File: src/rtl/core/positional_list_engine_unit_defines.svh
// Assertion macros shared by the list engine RTL.
// Each macro checks a property on the rising edge of the given clock.
`ifndef POSITIONAL_LIST_ENGINE_UNIT_DEFINES_SVH
`define POSITIONAL_LIST_ENGINE_UNIT_DEFINES_SVH

`ifndef SYNTH
// Checked only while the active-low reset is released.
`define PLEU_ASSERT(lbl, clk, rstn, prop) \
  lbl: assert property (@(posedge clk) disable iff (!rstn) (prop)) \
    else $error("pleu assertion failed");
// Checked on every edge, reset included.
`define PLEU_ASSERT_ALWAYS(lbl, clk, prop) \
  lbl: assert property (@(posedge clk) (prop)) \
    else $error("pleu assertion failed");
`else
`define PLEU_ASSERT(lbl, clk, rstn, prop)
`define PLEU_ASSERT_ALWAYS(lbl, clk, prop)
`endif

`endif

File: src/rtl/core/pleu_pkg.sv
`default_nettype none

package pleu_pkg;

  // Fixed field widths of the list engine.
  localparam int unsigned PosW  = 7;
  localparam int unsigned DataW = 32;

  typedef enum logic [2:0] {
    OP_INSERT = 3'd0,
    OP_DELETE = 3'd1,
    OP_SEARCH = 3'd2,
    OP_COUNT  = 3'd3,
    OP_DUMP   = 3'd4
  } op_e;

  typedef enum logic [2:0] {
    ST_OK      = 3'd0,
    ST_EMPTY   = 3'd1,
    ST_BADPOS  = 3'd2,
    ST_FULL    = 3'd3,
    ST_MISSING = 3'd4
  } status_e;

  typedef enum logic {
    S_IDLE = 1'b0,
    S_DUMP = 1'b1
  } state_e;

  // Control broadcast to every cell of the chain.
  typedef struct packed {
    logic                    ins_en;
    logic                    del_en;
    logic                    rot_en;
    logic [PosW-1:0]         slot;
    logic [PosW-1:0]         count;
    logic signed [DataW-1:0] new_value;
  } cell_ctl_t;

endpackage

`default_nettype wire

File: src/rtl/core/pleu_cell.sv
`default_nettype none

module pleu_cell
  import pleu_pkg::*;
#(
  parameter int unsigned Index = 0
) (
  input  wire logic                    clk_i,
  input  wire cell_ctl_t               ctl_i,
  input  wire logic signed [DataW-1:0] left_i,
  input  wire logic signed [DataW-1:0] right_i,
  input  wire logic signed [DataW-1:0] head_i,
  output logic signed [DataW-1:0]      value_o,
  output logic                         match_o
);

  localparam logic [PosW-1:0] IdxPos  = PosW'(Index);
  localparam logic [PosW-1:0] NextPos = PosW'(Index + 1);

  logic signed [DataW-1:0] value_q, value_d;

  // Pick the new content: shift right on insert, left on delete, rotate on dump.
  always_comb begin
    value_d = value_q;
    if (ctl_i.ins_en) begin
      if (IdxPos > ctl_i.slot) begin
        value_d = left_i;
      end else if (IdxPos == ctl_i.slot) begin
        value_d = ctl_i.new_value;
      end
    end else if (ctl_i.del_en) begin
      if ((IdxPos >= ctl_i.slot) && (NextPos < ctl_i.count)) begin
        value_d = right_i;
      end
    end else if (ctl_i.rot_en) begin
      if (NextPos < ctl_i.count) begin
        value_d = right_i;
      end else if (NextPos == ctl_i.count) begin
        value_d = head_i;
      end
    end
  end

  // Entry storage has no reset; only occupied cells are ever read.
  always_ff @(posedge clk_i) begin
    value_q <= value_d;
  end

  assign value_o = value_q;
  assign match_o = (IdxPos < ctl_i.count) && (value_q == ctl_i.new_value);

endmodule

`default_nettype wire

File: src/rtl/core/positional_list_engine_unit.sv
// Edits, search and count: one item per cycle unless stalled; result registered at transfer.
// Dump of n entries: the item is taken, then one entry per cycle unless the output stalls.
// The input stalls during a dump; the chain of cells rotates by one entry per result.
// Reset (rst_ni low, asynchronous) empties the list and clears the output valid flag.
// Entry cells are not reset; an entry is read only after it has been written.
`default_nettype none
`include "positional_list_engine_unit_defines.svh"

module positional_list_engine_unit
  import pleu_pkg::*;
#(
  parameter int unsigned DEPTH = 16
) (
  input  wire logic                    clk_i,
  input  wire logic                    rst_ni,
  input  wire logic                    in_valid_i,
  output logic                         in_stall_o,
  input  wire logic [2:0]              opcode_i,
  input  wire logic [PosW-1:0]         position_i,
  input  wire logic signed [DataW-1:0] item_value_i,
  output logic                         out_valid_o,
  input  wire logic                    out_stall_i,
  output logic [2:0]                   status_o,
  output logic [PosW-1:0]              found_position_o,
  output logic signed [DataW-1:0]      entry_value_o,
  output logic [PosW-1:0]              length_o,
  output logic                         last_o
);

  localparam int unsigned CntW = $clog2(DEPTH + 1);

  state_e                  state_q, state_d;
  logic [CntW-1:0]         count_q, count_d;
  logic [CntW-1:0]         dump_idx_q, dump_idx_d;
  logic                    out_valid_q, out_valid_d;
  logic [2:0]              status_q;
  logic [PosW-1:0]         fpos_q;
  logic signed [DataW-1:0] evalue_q;
  logic [PosW-1:0]         len_q;
  logic                    last_q;

  cell_ctl_t               ctl;
  logic                    load_ok, in_fire;
  logic                    res_load, res_last;
  status_e                 res_status;
  logic [PosW-1:0]         res_fpos;
  logic signed [DataW-1:0] res_value;
  logic [PosW-1:0]         cnt_pos, dump_pos;
  logic                    dump_last;
  logic                    list_full, list_empty;
  logic                    hit;
  logic [PosW-1:0]         hit_pos;

  logic signed [DataW-1:0] cell_value [DEPTH];
  logic [DEPTH-1:0]        cell_match;

  // Handshake: a new result may load when the output register is free or draining.
  assign load_ok    = !out_valid_q || !out_stall_i;
  assign in_stall_o = (state_q != S_IDLE) || !load_ok;
  assign in_fire    = in_valid_i && !in_stall_o;

  assign cnt_pos    = PosW'(count_q);
  assign dump_pos   = PosW'(dump_idx_q) + PosW'(1);
  assign dump_last  = (dump_pos == cnt_pos);
  assign list_full  = (count_q == CntW'(DEPTH));
  assign list_empty = (count_q == '0);

  // Chain of cells; each cell sees its two neighbors and the head for rotation.
  for (genvar g = 0; g < DEPTH; g++) begin : g_cell
    logic signed [DataW-1:0] left_val, right_val;
    if (g == 0) begin : g_head
      assign left_val = ctl.new_value;
    end else begin : g_body
      assign left_val = cell_value[g-1];
    end
    if (g == DEPTH - 1) begin : g_tail
      assign right_val = '0;
    end else begin : g_inner
      assign right_val = cell_value[g+1];
    end
    pleu_cell #(
      .Index(g)
    ) u_cell (
      .clk_i  (clk_i),
      .ctl_i  (ctl),
      .left_i (left_val),
      .right_i(right_val),
      .head_i (cell_value[0]),
      .value_o(cell_value[g]),
      .match_o(cell_match[g])
    );
  end

  // Lowest matching cell gives the search position.
  always_comb begin
    hit     = 1'b0;
    hit_pos = '0;
    for (int i = DEPTH - 1; i >= 0; i--) begin
      if (cell_match[i]) begin
        hit     = 1'b1;
        hit_pos = PosW'(i + 1);
      end
    end
  end

  // Next state.
  always_comb begin
    state_d = state_q;
    unique case (state_q)
      S_IDLE: begin
        if (in_fire && (opcode_i == OP_DUMP) && !list_empty) begin
          state_d = S_DUMP;
        end
      end
      S_DUMP: begin
        if (load_ok && dump_last) begin
          state_d = S_IDLE;
        end
      end
      default: state_d = S_IDLE;
    endcase
  end

  // Operation decode, cell control and result formation.
  always_comb begin
    ctl.ins_en    = 1'b0;
    ctl.del_en    = 1'b0;
    ctl.rot_en    = 1'b0;
    ctl.slot      = '0;
    ctl.count     = cnt_pos;
    ctl.new_value = item_value_i;
    res_load      = 1'b0;
    res_status    = ST_OK;
    res_fpos      = '0;
    res_value     = '0;
    res_last      = 1'b1;
    count_d       = count_q;
    dump_idx_d    = dump_idx_q;
    unique case (state_q)
      S_IDLE: begin
        if (in_fire) begin
          res_load = 1'b1;
          unique case (op_e'(opcode_i))
            OP_INSERT: begin
              if (list_full) begin
                res_status = ST_FULL;
              end else if (list_empty) begin
                ctl.ins_en = 1'b1;
                count_d    = count_q + CntW'(1);
              end else if (position_i == '0) begin
                res_status = ST_BADPOS;
              end else begin
                ctl.ins_en = 1'b1;
                ctl.slot   = (position_i > cnt_pos) ? cnt_pos : (position_i - PosW'(1));
                count_d    = count_q + CntW'(1);
              end
            end
            OP_DELETE: begin
              if (list_empty) begin
                res_status = ST_EMPTY;
              end else if ((position_i == '0) || (position_i > cnt_pos)) begin
                res_status = ST_BADPOS;
              end else begin
                ctl.del_en = 1'b1;
                ctl.slot   = position_i - PosW'(1);
                count_d    = count_q - CntW'(1);
              end
            end
            OP_SEARCH: begin
              if (hit) begin
                res_fpos = hit_pos;
              end else begin
                res_status = ST_MISSING;
              end
            end
            OP_COUNT: begin
              res_status = ST_OK;
            end
            OP_DUMP: begin
              if (list_empty) begin
                res_status = ST_EMPTY;
              end else begin
                res_load   = 1'b0;
                dump_idx_d = '0;
              end
            end
            default: begin
              res_status = ST_OK;
            end
          endcase
        end
      end
      S_DUMP: begin
        if (load_ok) begin
          res_load   = 1'b1;
          res_fpos   = dump_pos;
          res_value  = cell_value[0];
          res_last   = dump_last;
          ctl.rot_en = 1'b1;
          dump_idx_d = dump_idx_q + CntW'(1);
        end
      end
      default: begin
        res_load = 1'b0;
      end
    endcase
  end

  assign out_valid_d = res_load ? 1'b1 : (out_valid_q && out_stall_i);

  // Control registers.
  always_ff @(posedge clk_i or negedge rst_ni) begin
    if (!rst_ni) begin
      state_q     <= S_IDLE;
      count_q     <= '0;
      dump_idx_q  <= '0;
      out_valid_q <= 1'b0;
    end else begin
      state_q     <= state_d;
      count_q     <= count_d;
      dump_idx_q  <= dump_idx_d;
      out_valid_q <= out_valid_d;
    end
  end

  // Output payload register.
  always_ff @(posedge clk_i) begin
    if (res_load) begin
      status_q <= res_status;
      fpos_q   <= res_fpos;
      evalue_q <= res_value;
      len_q    <= PosW'(count_d);
      last_q   <= res_last;
    end
  end

  assign out_valid_o      = out_valid_q;
  assign status_o         = status_q;
  assign found_position_o = fpos_q;
  assign entry_value_o    = evalue_q;
  assign length_o         = len_q;
  assign last_o           = last_q;

  // The length never grows beyond the chain.
  `PLEU_ASSERT(a_count_bound, clk_i, rst_ni, count_q <= CntW'(DEPTH))
  // During a dump the read index stays inside the list.
  `PLEU_ASSERT(a_dump_idx, clk_i, rst_ni, (state_q == S_DUMP) |-> (dump_idx_q < count_q))
  // The final dump result returns the engine to idle.
  `PLEU_ASSERT(a_dump_end, clk_i, rst_ni, (state_q == S_DUMP && res_load && res_last) |=> (state_q == S_IDLE))
  // A successful insert grows the list by one.
  `PLEU_ASSERT(a_ins_grow, clk_i, rst_ni, ctl.ins_en |=> (count_q == $past(count_q) + CntW'(1)))
  // At most one kind of chain movement per cycle.
  `PLEU_ASSERT(a_one_move, clk_i, rst_ni, $onehot0({ctl.ins_en, ctl.del_en, ctl.rot_en}))

endmodule

`default_nettype wire

File: config.mk
export PLATFORM = sky130hd
export DESIGN_NAME = positional_list_engine_unit
export DESIGN_NICKNAME = d
export VERILOG_FILES = /design/src/rtl/core/pleu_pkg.sv /design/src/rtl/core/pleu_cell.sv /design/src/rtl/core/positional_list_engine_unit.sv
export VERILOG_INCLUDE_DIRS = /design/src /design/src/rtl/core
export SDC_FILE = /design/constraint.sdc
export NUM_CORES = 2
export LEC_CHECK = 0
export ABC_AREA = 1
export BUFFER_PORTS_ARGS = -buffer_cell sky130_fd_sc_hd__buf_2
export CAP_MARGIN = 30
export CELL_PAD_IN_SITES_DETAIL_PLACEMENT = 0
export CELL_PAD_IN_SITES_GLOBAL_PLACEMENT = 1
export CORE_UTILIZATION = 30
export CTS_CLUSTER_SIZE = 40
export DETAILED_ROUTE_END_ITERATION = 10
export HOLD_SLACK_MARGIN = 0.03
export PLACE_DENSITY_LB_ADDON = 0.1
export SLEW_MARGIN = 20
export SYNTH_ARGS = -nofsm -noshare
export SYNTH_HDL_FRONTEND = slang
export SYNTH_SLANG_ARGS = --single-unit
export TNS_END_PERCENT = 1
File: constraint.sdc
create_clock -name clk_i -period 11.4 [get_ports clk_i]
set_input_delay 1.71 -clock clk_i [delete_from_list [all_inputs] [get_ports clk_i]]
set_output_delay 1.71 -clock clk_i [all_outputs]
set_load 0.01 [all_outputs]
==> flow_metrics.env <==
export IMPL_worst_slack_ns=5.50
export IMPL_areaGrowthSynthToFinish_pct=12.3
export IMPL_hold_viol=0
export IMPL_slew_limit_headroom_pct=26.1
export IMPL_cpMaxStageDelayCell="dfrtp_1"
export IMPL_synthCells=5162
export IMPL_routed_wl_um=262000
export IMPL_timing_worst_setup_path_type="reg -> reg"
export IMPL_synth_most_common_cell="nand2_1"
export IMPL_clock_sinks=571
export IMPL_worstPathCellList="inv_1 > ha_1 > and3_1 > nand2_1 > nand3_1 > nand2_1 > inv_2 > nand4_1 > o22ai_1 > nand2_1 > nand2_4 > inv_6 > nand2_4 > nor2_4 > buf_4 > o21ai_1 > a21oi_4 > buf_4"
export IMPL_rsz0062_at_grt="no"
export IMPL_cp_data_arrival_time_ns=6.21
export IMPL_outcome="complete, no violations"
export IMPL_maxCapViolCount=0
export IMPL_start_util_pct=30.3
export IMPL_htreeDepth=3
export IMPL_cts_tree="done"
export IMPL_max_clock_path_buffers=3
export IMPL_powerDensity_mw_per_mm2=315
export IMPL_clock_latency_ns=0.72
export IMPL_antenna_found_initial=22
export IMPL_wl_per_cell_um=38.2
export IMPL_async_reset_ff_share_pct=2.10
export IMPL_grt_pass1_vias=38699
export IMPL_core_area_mm2=0.132
export IMPL_yosysTopAreaCellShare_pct=42.0
export IMPL_cp_start_kind="flip-flop"
export IMPL_die_w_um=367
export IMPL_final_setup_viol_count=0
export IMPL_grt_pass1_wl_um=350000
export IMPL_grt_total_usage_pct=37.9
export IMPL_port_buffers=94
export IMPL_required_ns=11.71
export IMPL_dpl_hpwl_um=181000
export IMPL_synthTopCellsByArea="edfxtp_1, o21ai_0, nand2_1"
export IMPL_die_area_mm2=0.135
export IMPL_post_route_util_pct=34.0
export IMPL_clock_fmax_ghz=0.169
export IMPL_pwr_share_seq_pct=35.6
export IMPL_gp_congestion=0.975
export IMPL_p_leak_nw=16.4
export IMPL_p_sw_share_pct=50.4
export IMPL_min_path_type="reg -> reg"
export IMPL_pwr_share_clk_pct=17.7
export IMPL_pre_cts_slack_ns=5.00
export IMPL_cts_resized=0
export IMPL_route_detailed_drc=0
export IMPL_synth_common_cells="nand2_1, o21ai_0, edfxtp_1"
export IMPL_synth_area_mm2=0.0399
export IMPL_crit_top_cell="nand2_1"
export IMPL_die_y_um=367
export IMPL_yosysSeqAreaShare_pct=42.8
export IMPL_drive_above_1_share_pct=9.06
export IMPL_pwr_share_comb_pct=46.7
export IMPL_synth_distinct_cells=54
export IMPL_rows=133
export IMPL_holdWs_ns=0.548
export IMPL_synth_top_cell_by_area="edfxtp_1"
export IMPL_cts_hold_buf=0
export IMPL_root_buffer="clkbuf_16"
export IMPL_drt_iter0_markers=6511
export IMPL_vias_per_cell=6.13
export IMPL_tightest_slew_ns=1.11
export IMPL_fin_nets=5100
export IMPL_yosys_warnings=0
export IMPL_p_sw_w=0.00711
export IMPL_ys_ff_latch=571
export IMPL_tns_ns=0
export IMPL_slew_violations=0
export IMPL_worstSetupEndpointType="flip-flop"
export IMPL_synth_edf_count=559
export IMPL_cts_setup_buffers=0
export IMPL_ys_flop_type="edfxtp_1"
export IMPL_max_stage_delay_ns=0.70
export IMPL_grt_overflow_total=0
export IMPL_fin_cells=6859
export IMPL_place_inst=6714
export IMPL_cp_top_family="simple AND/OR/NAND/NOR gates"
export IMPL_vias=42019
export IMPL_antenna_left=0
export IMPL_path_clk_slew_ns=0.06
export IMPL_fin_worst_skew_ns=0.0429
export IMPL_p_int_w=0.00701
export IMPL_ios=98
export IMPL_path_max_fanout=40
export IMPL_synth_area_per_cell_um2=7.73
export IMPL_cts_buffers=78
export IMPL_ir_drop_mv=0.177
export IMPL_period_minus_slack_ns=5.90
export IMPL_drt_pre_antenna_iters=7
export IMPL_crit_buf_inv=5
export IMPL_grt_max_degree=196
export IMPL_fin_crit_sh_pct=51.8
through the flow:
stage          instance area, µm²  power, W
2_1_floorplan               39900   0.00797
3_3_place_gp                42100    0.0113
3_5_place_dp                42300    0.0113
6_report                    44800    0.0141
4_1_cts                     44800    0.0139
5_1_grt                     44800    0.0146
layout by cell type, fill, tap and decap left out, drive strengths merged, types with 17 or more instances in the layout:
cell type / instances
buf: 275
nor3: 30
nor2: 282
nand4: 76
a21oi: 516
clkinv: 55
o211ai: 28
inv: 358
a31oi: 96
o21ai: 978
nand3: 198
nor4: 39
xnor2: 190
clkbuf: 103
nand2: 918
edfxtp: 559
o221ai: 17
xor2: 136
o22ai: 169
worst reg2reg max path: stages, from the launching register on:
cell and delay [ns]:
dfrtp_1 0.70, inv_1 0.48, ha_1 0.43, and3_1 0.19, nand2_1 0.06, nand3_1 0.06, nand2_1 0.10, inv_2 0.06
nand4_1 0.22, o22ai_1 0.14, nand2_1 0.15, nand2_4 0.36, inv_6 0.34, nand2_4 0.36, nor2_4 0.60, buf_4 0.35
o21ai_1 0.16, a21oi_4 0.15, buf_4 0.53
final timing paths:
path / depth (start not counted) / slack (ns) / startpoint / endpoint
worst max register to register: 18 / 5.50 / count_q[4]$_DFF_PN0_ / g_cell[2].u_cell.value_o[10]$_DFFE_PP_
worst min register to register: 2 / 0.55 / state_q$_DFF_PN0_ / state_q$_DFF_PN0_
min in group asynchronous: 1 / 0.92 / rst_ni / count_q[4]$_DFF_PN0_
max in group asynchronous: 1 / 10.22 / rst_ni / count_q[1]$_DFF_PN0_
worst min-delay path: 2 / 0.55 / state_q$_DFF_PN0_ / state_q$_DFF_PN0_
worst max-delay path: 18 / 5.50 / count_q[4]$_DFF_PN0_ / g_cell[2].u_cell.value_o[10]$_DFFE_PP_
area by class of cell:
class	count	area [µm²]
well taps	1755	2200
flip-flops and latches	571	17100
diodes	3	7.51
fillers	14191	87000
inverters	383	1450
multi-input cells	3733	19600
repair buffers	275	2020
clock buffers	103	2120
clock inverters	36	314
power groups by stage:
| stage | registers (W) | logic (W) | clock network, W |
|---|---|---|---|
| finish | 0.00503 | 0.00659 | 0.00250 |
| CTS | 0.00497 | 0.00637 | 0.00252 |
| floorplan | 0.00438 | 0.00358 | 0 |
| detailed placement | 0.00500 | 0.00635 | 0 |
| global route | 0.00505 | 0.00692 | 0.00258 |
| global placement | 0.00501 | 0.00629 | 0 |
logic make-up after synthesis:
kind of cell    count (synthesis)  synth area share [%]
compound gates               1839                  24.6
xor+xnor                      326                  7.15
fa+ha+maj                      12                 0.376
buf+inv                       860                  8.60
flops                         571                  42.8
other cells                     1               0.00939
simple gates                 1553                  16.4
sequential cells by signal, indices dropped and copies added (netlist names), 3 cells and up:
signal                 cells
g_cell.u_cell.value_o    512
entry_value_o             32
found_position_o           6
count_q                    5
dump_idx_q                 5
length_o                   5
status_o                   3
layer usage:
layer	share of wire, %	vias up	track usage [%]
li1	-	17806	-
met1	40	20893	50.5
met2	42	2717	54.9
met3	11	595	9.56
met4	6.9	8	22.7
met5	0.017	-	0
No activity file was read; power rests on OpenSTA's default activity.
